===== config.mk =====
export PLATFORM = sky130hd
export DESIGN_NAME = trusted_address_table_flat
export DESIGN_NICKNAME = d
export VERILOG_FILES = /design/src/tat_pkg.sv /design/src/tat_if.sv /design/src/tat_ctrl.sv /design/src/tat_datapath.sv /design/src/trusted_address_table.sv /design/src/flat_wrapper.sv
export SDC_FILE = /design/constraint.sdc
export NUM_CORES = 1
export LEC_CHECK = 0
export BUFFER_PORTS_ARGS = -buffer_cell sky130_fd_sc_hd__buf_4
export CORE_MARGIN = 10
export CORE_UTILIZATION = 40
export DETAILED_ROUTE_END_ITERATION = 7
export GPL_TIMING_DRIVEN = 0
export SYNTH_ARGS = -nofsm -noshare
export SYNTH_HDL_FRONTEND = slang
export SYNTH_HIERARCHICAL = 1
export SYNTH_SLANG_ARGS = --single-unit

===== constraint.sdc =====
create_clock -name clk -period 14.76 [get_ports clk]
set_clock_uncertainty 0.15 [all_clocks]
set_input_delay 0 -clock clk [delete_from_list [all_inputs] [get_ports clk]]
set_output_delay 0 -clock clk [all_outputs]
set_load 0.02 [all_outputs]

===== src/tat_pkg.sv =====
// ----------------------------------------------------------------------------
// tat_pkg
// Shared types and constants of the trusted address table.
// ----------------------------------------------------------------------------
package tat_pkg;

    localparam int TYPE_W      = 7;
    localparam int ADDR_W      = 48;
    localparam int KEY_W       = TYPE_W + ADDR_W;
    localparam int CMD_W       = 2;
    localparam int COUNT_OUT_W = 4;

    typedef enum logic [CMD_W-1:0] {
        CMD_LOOKUP = 2'd0,
        CMD_ADD    = 2'd1,
        CMD_CLEAR  = 2'd2,
        CMD_NONE   = 2'd3
    } op_t;

    // controller -> datapath
    typedef struct packed {
        logic load;    // capture the request word
        logic scan;    // step the table scan
        logic commit;  // update table, load the result register
    } tat_cmd_t;

    // datapath -> controller
    typedef struct packed {
        logic scan_done;
        logic out_free;
    } tat_status_t;

endpackage


===== src/tat_if.sv =====
// ----------------------------------------------------------------------------
// tat_req_if / tat_rsp_if
// Valid/ready channels for request and result words.
// ----------------------------------------------------------------------------
interface tat_req_if;
    import tat_pkg::*;

    logic                valid;
    logic                ready;
    logic [CMD_W-1:0]    command;
    logic [TYPE_W-1:0]   address_type;
    logic [ADDR_W-1:0]   device_address;

    modport source (output valid, output command, output address_type,
                    output device_address, input ready);
    modport sink   (input valid, input command, input address_type,
                    input device_address, output ready);
endinterface

interface tat_rsp_if;
    import tat_pkg::*;

    logic                   valid;
    logic                   ready;
    logic                   success;
    logic                   newly_added;
    logic [COUNT_OUT_W-1:0] entry_count;

    modport source (output valid, output success, output newly_added,
                    output entry_count, input ready);
    modport sink   (input valid, input success, input newly_added,
                    input entry_count, output ready);
endinterface


===== src/tat_ctrl.sv =====
// ----------------------------------------------------------------------------
// tat_ctrl
// Sequencer: accept a word, run the table scan, commit the result.
// ----------------------------------------------------------------------------
module tat_ctrl (
    input  logic                 clk,
    input  logic                 rst_n,
    input  logic                 req_valid,
    output logic                 req_ready,
    input  tat_pkg::tat_status_t status,
    output tat_pkg::tat_cmd_t    cmd
);
    import tat_pkg::*;

    typedef enum logic [1:0] {
        S_IDLE,
        S_SCAN,
        S_RESP
    } state_t;

    state_t state_reg;
    state_t state_next;
    logic   ready_reg;
    logic   ready_next;

    always_comb
    begin
        state_next = state_reg;
        unique case (state_reg)
            S_IDLE:
            begin
                if (req_valid)
                    state_next = S_SCAN;
            end
            S_SCAN:
            begin
                if (status.scan_done)
                    state_next = S_RESP;
            end
            S_RESP:
            begin
                if (status.out_free)
                    state_next = S_IDLE;
            end
            default: state_next = S_IDLE;
        endcase
        ready_next = (state_next == S_IDLE);
    end

    always_ff @(posedge clk or negedge rst_n)
    begin
        if (!rst_n)
        begin
            state_reg <= S_IDLE;
            ready_reg <= 1'b1;
        end
        else
        begin
            state_reg <= state_next;
            ready_reg <= ready_next;
        end
    end

    assign req_ready  = ready_reg;
    assign cmd.load   = ready_reg && req_valid;
    assign cmd.scan   = (state_reg == S_SCAN);
    assign cmd.commit = (state_reg == S_RESP) && status.out_free;

endmodule


===== src/tat_datapath.sv =====
// ----------------------------------------------------------------------------
// tat_datapath
// Entry memory, count, one-entry-per-cycle compare and result register.
// ----------------------------------------------------------------------------
module tat_datapath #(
    parameter int MAX_HOSTS = 8
) (
    input  logic                              clk,
    input  logic                              rst_n,
    input  tat_pkg::tat_cmd_t                 cmd,
    output tat_pkg::tat_status_t              status,
    input  logic [tat_pkg::CMD_W-1:0]         command,
    input  logic [tat_pkg::TYPE_W-1:0]        address_type,
    input  logic [tat_pkg::ADDR_W-1:0]        device_address,
    output logic                              rsp_valid,
    input  logic                              rsp_ready,
    output logic                              success,
    output logic                              newly_added,
    output logic [tat_pkg::COUNT_OUT_W-1:0]   entry_count
);
    import tat_pkg::*;

    localparam int CW = $clog2(MAX_HOSTS + 1);
    localparam int IW = (MAX_HOSTS > 1) ? $clog2(MAX_HOSTS) : 1;

    logic [KEY_W-1:0] host_mem [MAX_HOSTS];

    op_t              op_reg;
    logic [KEY_W-1:0] key_reg;
    logic [CW-1:0]    count_reg;
    logic [CW-1:0]    count_next;
    logic [CW-1:0]    idx_reg;
    logic [KEY_W-1:0] rd_data_reg;
    logic             rd_valid_reg;
    logic             hit_reg;

    logic             rsp_valid_reg;
    logic             success_reg;
    logic             newly_reg;
    logic [COUNT_OUT_W-1:0] count_out_reg;

    logic             searching;
    logic             rd_en;
    logic             match;
    logic             full;
    logic             wr_en;
    logic             ok;
    logic [CW+COUNT_OUT_W-1:0] count_ext;

    assign searching = (op_reg == CMD_LOOKUP) || (op_reg == CMD_ADD);
    assign rd_en     = cmd.scan && searching && !hit_reg && (idx_reg < count_reg);
    assign match     = rd_valid_reg && (rd_data_reg == key_reg);
    assign full      = (count_reg == CW'(MAX_HOSTS));
    assign wr_en     = cmd.commit && (op_reg == CMD_ADD) && !hit_reg && !full;

    always_comb
    begin
        count_next = count_reg;
        ok         = 1'b0;
        case (op_reg)
            CMD_LOOKUP: ok = hit_reg;
            CMD_ADD:
            begin
                ok = hit_reg || !full;
                if (!hit_reg && !full)
                    count_next = count_reg + CW'(1);
            end
            CMD_CLEAR:
            begin
                ok         = 1'b1;
                count_next = '0;
            end
            default: ok = 1'b0;
        endcase
    end

    assign count_ext = {{COUNT_OUT_W{1'b0}}, count_next};

    // entry storage, no reset: read only below the count
    always_ff @(posedge clk)
    begin
        if (wr_en)
            host_mem[count_reg[IW-1:0]] <= key_reg;
        if (rd_en)
            rd_data_reg <= host_mem[idx_reg[IW-1:0]];
    end

    always_ff @(posedge clk)
    begin
        if (cmd.load)
            key_reg <= {address_type, device_address};
        if (cmd.commit)
        begin
            success_reg   <= ok;
            newly_reg     <= wr_en;
            count_out_reg <= count_ext[COUNT_OUT_W-1:0];
        end
    end

    always_ff @(posedge clk or negedge rst_n)
    begin
        if (!rst_n)
        begin
            op_reg        <= CMD_LOOKUP;
            count_reg     <= '0;
            idx_reg       <= '0;
            rd_valid_reg  <= 1'b0;
            hit_reg       <= 1'b0;
            rsp_valid_reg <= 1'b0;
        end
        else
        begin
            rd_valid_reg <= rd_en;
            if (cmd.load)
            begin
                op_reg  <= op_t'(command);
                idx_reg <= '0;
                hit_reg <= 1'b0;
            end
            else
            begin
                if (rd_en)
                    idx_reg <= idx_reg + CW'(1);
                if (match)
                    hit_reg <= 1'b1;
            end
            if (cmd.commit)
                count_reg <= count_next;
            if (cmd.commit)
                rsp_valid_reg <= 1'b1;
            else if (rsp_ready)
                rsp_valid_reg <= 1'b0;
        end
    end

    assign status.scan_done = !searching || hit_reg
                              || ((idx_reg >= count_reg) && !rd_valid_reg);
    assign status.out_free  = !rsp_valid_reg || rsp_ready;

    assign rsp_valid   = rsp_valid_reg;
    assign success     = success_reg;
    assign newly_added = newly_reg;
    assign entry_count = count_out_reg;

endmodule


===== src/trusted_address_table.sv =====
// ----------------------------------------------------------------------------
// trusted_address_table
// Bounded table of trusted (type, address) pairs with lookup, add, clear.
// ----------------------------------------------------------------------------
// Usage notes:
//  - req carries one command word: command (lookup, add, clear), a 7-bit
//    address type and a 48-bit device address. rsp returns one word per
//    command: success, newly_added and the entry count after the command.
//  - One command is worked on at a time, entries compared one per cycle.
//    A lookup or add compares the stored entries in order until one hits
//    or the count is reached; clear, unused codes and an empty table skip
//    the compare. The next word can be accepted as soon as the result
//    word is registered.
//  - An add that misses is appended at the end if room remains; a full
//    table answers success 0 and is left as it was.
//  - The result sits in an output register; the next command can be
//    accepted while it waits. If rsp stalls, that next command holds in
//    its final step until the register frees.
//  - Reset empties the table (count to zero) at once; there is no
//    clearing pass, entries past the count are never read.
// ----------------------------------------------------------------------------
module trusted_address_table #(
    parameter int MAX_HOSTS = 8
) (
    input  logic      clk,
    input  logic      rst_n,
    tat_req_if.sink   req,
    tat_rsp_if.source rsp
);
    import tat_pkg::*;

    tat_cmd_t    cmd;
    tat_status_t status;

    // sequencer
    tat_ctrl u_ctrl (
        .clk       (clk),
        .rst_n     (rst_n),
        .req_valid (req.valid),
        .req_ready (req.ready),
        .status    (status),
        .cmd       (cmd)
    );

    // storage, compare and result register
    tat_datapath #(
        .MAX_HOSTS (MAX_HOSTS)
    ) u_datapath (
        .clk            (clk),
        .rst_n          (rst_n),
        .cmd            (cmd),
        .status         (status),
        .command        (req.command),
        .address_type   (req.address_type),
        .device_address (req.device_address),
        .rsp_valid      (rsp.valid),
        .rsp_ready      (rsp.ready),
        .success        (rsp.success),
        .newly_added    (rsp.newly_added),
        .entry_count    (rsp.entry_count)
    );

endmodule


===== src/flat_wrapper.sv =====
// flat-port wrapper written by rule: the top's interface ports become plain ports
module trusted_address_table_flat import tat_pkg::*;
#(
    parameter int MAX_HOSTS = 8
)
  (clk, rst_n, req_valid, req_command, req_address_type, req_device_address, req_ready, rsp_valid, rsp_success, rsp_newly_added, rsp_entry_count, rsp_ready);
  tat_req_if req_i ();
  tat_rsp_if rsp_i ();
  input  logic clk;
  input  logic rst_n;
  input wire logic [$bits(req_i.valid)-1:0] req_valid;
  input wire logic [$bits(req_i.command)-1:0] req_command;
  input wire logic [$bits(req_i.address_type)-1:0] req_address_type;
  input wire logic [$bits(req_i.device_address)-1:0] req_device_address;
  output wire logic [$bits(req_i.ready)-1:0] req_ready;
  output wire logic [$bits(rsp_i.valid)-1:0] rsp_valid;
  output wire logic [$bits(rsp_i.success)-1:0] rsp_success;
  output wire logic [$bits(rsp_i.newly_added)-1:0] rsp_newly_added;
  output wire logic [$bits(rsp_i.entry_count)-1:0] rsp_entry_count;
  input wire logic [$bits(rsp_i.ready)-1:0] rsp_ready;
  assign req_i.valid = req_valid;
  assign req_i.command = req_command;
  assign req_i.address_type = req_address_type;
  assign req_i.device_address = req_device_address;
  assign req_ready = req_i.ready;
  assign rsp_valid = rsp_i.valid;
  assign rsp_success = rsp_i.success;
  assign rsp_newly_added = rsp_i.newly_added;
  assign rsp_entry_count = rsp_i.entry_count;
  assign rsp_i.ready = rsp_ready;
  trusted_address_table #(.MAX_HOSTS(MAX_HOSTS)) u_core (.clk(clk), .rst_n(rst_n), .req(req_i), .rsp(rsp_i));
endmodule

# After elaboration in Yosys (flattened, before gate mapping)
# Memories as Yosys holds them, arrays and structs flattened. A register that Yosys moved wholly into a read port is not among the register bits.
# Cells that the tools add are included.
# totals
regBits	77
ramBits	440
inputBits	61
output_inout_bits	8
word_cells	65
n_memories	1
# op_classes
add_sub_neg	2
order_cmp	2
n_eq_ne	6
muxes	15
reduce_logical	27
# mem_list
memory	depth	word_bits	read_ports	rd_ports_with_merged_regs	write_ports	line	text
u_core.u_datapath.host_mem	8	55	1	1	1	tat_datapath.sv:26	logic [KEY_W-1:0] host_mem [MAX_HOSTS];
# ops
operator	count
$eq 55x55->1	1
$mux 4	3
$logic_and 1x1->1	11
$add 4x1->4 const B	2
$pmux 4 s2	1
$logic_not 2->1	3
$mux 1	6
$mux 2	3
$pmux 2 s3	1
$reduce_bool 2->1	3
$logic_not 1->1	5
$logic_or 1x1->1	5
$eq 2x1->1 const B	2
$eq 2x2->1 const B	2
$eq 4x4->1 const B	1
$ge 4x4->1	1
$lt 4x4->1	1
$pmux 1 s3	1

# Depth between registers and ports, before layout
# depth
word_depth	8
depth_mapped	12

# Cells and area by module
# Netlist, hierarchy kept.
# modules_own_cells
mod	n_inst	cells_per_inst	area_each_um2	seq_area_each_um2
tat_datapath	1	934	21743.4	17021.3
tat_ctrl	1	14	146.4	76.3

# Worst setup path before layout
# Ideal clock, no wire load.
# synth_timing
path_type	register -> register
startpoint	register u_core.u_datapath.rsp_valid_reg (netlist: u_core/u_datapath/rsp_valid)
endpoint	memory u_core/u_datapath/host_mem[3][0] in the netlist's numbering (enable)
setup_time_ns	0.536
arrival_ns	5.330
t_required_ns	14.074
setup_slack_ns	8.744
stages_incl_launch_ff	8
path_cell_list	dfrtp_1 nand2b_1 nand2_1 nor2_1 clkbuf_1 and4_1 nand2_1 nor3_1
# synth_rtl
element	line	text
start, declared	tat_datapath.sv:37	logic rsp_valid_reg;
start signal, assigned	tat_datapath.sv:109	rsp_valid_reg <= 1'b0;
start signal, assigned	tat_datapath.sv:130	rsp_valid_reg <= 1'b1;
start signal, assigned	tat_datapath.sv:132	rsp_valid_reg <= 1'b0;
end, declared	tat_datapath.sv:26	

==> flow_summary_export.csv <==
group,metric,value,unit
run_status,outcome,"complete, no violations",
synth,yosysWarnings,6,
power_and_ir_drop,power.switching,1.13,mW
power_and_ir_drop,p_comb_frac,0.204,
layout,multi_input_area,4520,um2
critical_path,endpoint_kind,"flop",
power_and_ir_drop,seq_power_share,0.474,
critical_path,cp.required,14900,ps
synth,syn_area,21900,um2
layout,fin_nets,1296,
layout,fill_cells,4343,
detailed_routing,drc,0,
cts,tritoncts,"built",
floorplanning,io_pins,69,
power_and_ir_drop,irDropWorstVdd,83.1,uV
grt,grt_start_max_net_pins,43,
cts,clockRootBuffer,"clkbuf_16",
critical_path,worstSetupPathType,"reg -> reg",
grt,grt_pass1_wl,69500,um
floorplanning,core,54000,um2
timing,finalSetupViolCount,0,
timing,hold_viol,0,
timing,min_period,3380,ps
place,place_ws,11350,ps
timing,slew_headroom,0.230,
critical_path,cp-start-kind,"flop",
worst_hold_path,hold_path_class,"in -> reg",
synth,ys_ff_latch,572,
layout,largest_reg_flops,440,
timing,rsz0062_at_grt,"no",
synth,synthArstFlopShare,0.0280,
cts,clock_path_buffers,3,
floorplanning,die_h,254,um
detailed_routing,ant_nets,0,
detailed_routing,totalWireLength,45900,um
place,io_buffers,68,
cts,clkSinkCount,572,
cts,postCtsSetupBuffers,0,
detailed_routing,wl_per_cell,23.4,um
run,cap_violations,0,
layout,drive_above_1_share,0.297,
power_and_ir_drop,swShare,0.257,
floorplanning,rows,85,
timing,period_share,0.229,
timing,final.setup.tns,0,ps
cts,clock_latency,610,ps
cts,cts.htree.levels,2,
critical_path,r2r_slack,11380,ps
grt,grt_pass1_vias,10900,
timing,drv_slew,0,
synth,synthesis.nets,1020,
synth,syn_avg_cell_area,23.1,um2
synth,synth_ff_type,"edfxtp_1",
detailed_routing,vias_per_cell,5.24,
power_and_ir_drop,leakage,8.72,nW
power_and_ir_drop,p_per_area,164,nW/um2
detailed_routing,drtPass1Iterations,4,
cts,cts_buffers,57,
timing,tightest_slew,1130,ps
synth,syn_inst,948,
power_and_ir_drop,power.internal,3.27,mW
cts,clkTransAtPathRegs,60,ps
floorplanning,die_area,64500,um2
synth,ys_seq_area_frac,0.781,
synth,synth.distinct_cells,47,
detailed_routing,num_vias,10300,
critical_path,arrival,3520,ps
layout,syn_to_final_growth,22.4,%
synth,synth_edf_count,556,
floorplanning,die_w,254,um
place,globalplace.congestion,0.761,
layout,antenna_cells,0,
layout,register_area,17100,um2
place,dp_hpwl,28000,um
timing,layout_setup_ws,11380,ps
grt,grt_overflow,0,
detailed_routing,drt-initial-drc-count,813,
grt,antenna_found_initial,0,
timing,fmax,296,MHz
grt,grt_use_total,0.146,
floorplanning,start_util,0.405,
power_and_ir_drop,clkPwrFrac,0.323,
critical_path,crit_fanout,21,
==> cells in the mapped netlist (all sizes together) (2+ instances only) <==
library cell  number  area, um2
a21oi              4       20.0
a31oi              2       12.5
and2               2       12.5
and3               3       18.8
buf               24        235
clkbuf            10       37.5
dfrtp             15        375
edfxtp           556      16700
ha                11        138
inv               14       52.6
mux2              59        826
mux2i              2       20.0
mux4             110       2480
nand2             10       37.5
nand2b             7       43.8
nand3              2       10.0
nand3b             2       15.0
nand4             10       62.6
nor2              15       56.3
nor2b              4       32.5
nor3               4       20.0
nor4               7       43.8
o21a               2       15.0
o21ai              6       30.0
o22ai              3       18.8
o31ai              2       15.0
xnor2             38        333
xor2              14        123
==> through the flow <==
stage	hold slack [ps]	power (mW)	cells	utilization	instance area [um2]
after global routing	37.5	4.60	1964	0.496	26800
after global placement	-269	2.98	1712	0.431	23300
final	29.9	4.41	1964	0.496	26800
after floorplan	-446	2.71	948	-	21900
after CTS	6.72	4.46	1964	0.496	26800
after detailed placement	-272	3.01	1743	0.440	23800
==> final cells by class <==
class                   count  share of cell area
clock buffers              81              0.0608
well taps                 696              0.0325
clock inverters            22             0.00780
repair buffers            217              0.0801
plain buffers              34              0.0102
flip-flops and latches    572               0.638
inverters                  14             0.00196
multi-input cells         328               0.169
==> routing by layer <==
metal | part of all wire | vias up | global-route usage
met5 | 0 | - | 0
li1 | - | 4473 | -
met3 | 0.061 | 79 | 0.0289
met4 | 0.023 | 0 | 0.0465
met1 | 0.45 | 5446 | 0.205
met2 | 0.47 | 292 | 0.226
==> critical path, stage by stage, from the launching register on <==
cell and delay [ps]:
dfrtp_1 370, nand2b_1 150, nand2_1 70, nor2_1 400
clkbuf_1 330, and4_1 330, and2_1 230, nor2b_4 720
buf_12 290
==> cells by family (layout without fill, tap and decap cells) <==
group | after synthesis | in the layout | synth area share
DFF | 572 | 572 | 0.781
muxes | 171 | 171 | 0.152
and+or+nand+nor | 69 | 69 | 0.0172
xor gates and xnor gates | 52 | 52 | 0.0208
buffers and inverters | 48 | 368 | 0.0149
AOI/OAI and AO/OA | 25 | 25 | 0.00760
adders and majority gates | 11 | 11 | 0.00629
==> power by group through the flow <==
stage | Clock [mW] | Sequential, mW | Combinational (mW)
5_1_grt | 1.52 | 2.10 | 0.973
4_1_cts | 1.46 | 2.09 | 0.915
2_1_floorplan | 0 | 2.10 | 0.613
6_report | 1.42 | 2.09 | 0.898
3_5_place_dp | 0 | 2.12 | 0.885
3_3_place_gp | 0 | 2.13 | 0.850
==> cells in the final DEF, fill, tap and decap left out, types with 11 or more instances in the layout <==
master and n:
buf_12 13, inv_1 14, xor2_1 14, edfxtp_1 556
clkbuf_1 25, mux2_2 15, buf_6 15, nor2_1 13
clkbuf_16 59, dlygate4sd3_1 118, buf_4 73, mux2_4 43
dfrtp_1 15, mux4_2 108, ha_1 11, xnor2_1 38
==> what timing repair did <==
action | in CTS | in global routing
resized for setup | 0 | 0
hold buffers | 118 | 0
setup endpoints to repair | 0 | 0
endpoints found under the hold margin | 100 | 0
==> worst paths after layout <==
kind,from,end,cells past startpoint
worst max-delay path,u_core/u_datapath/rsp_valid,u_core/u_datapath/host_mem[6][13],8
worst min-delay path,req_command[0],u_core/u_datapath/op_reg[0],4
worst max register to register,u_core/u_datapath/rsp_valid,u_core/u_datapath/host_mem[6][13],8
worst min register to register,u_core/u_ctrl/state_reg[1],u_core/u_ctrl/state_reg[0],1
max in group asynchronous,rst_n,u_core/u_datapath/count_reg[0],3
min in group asynchronous,rst_n,u_core/u_datapath/op_reg[0],3
(Power assumes the default switching activity.)
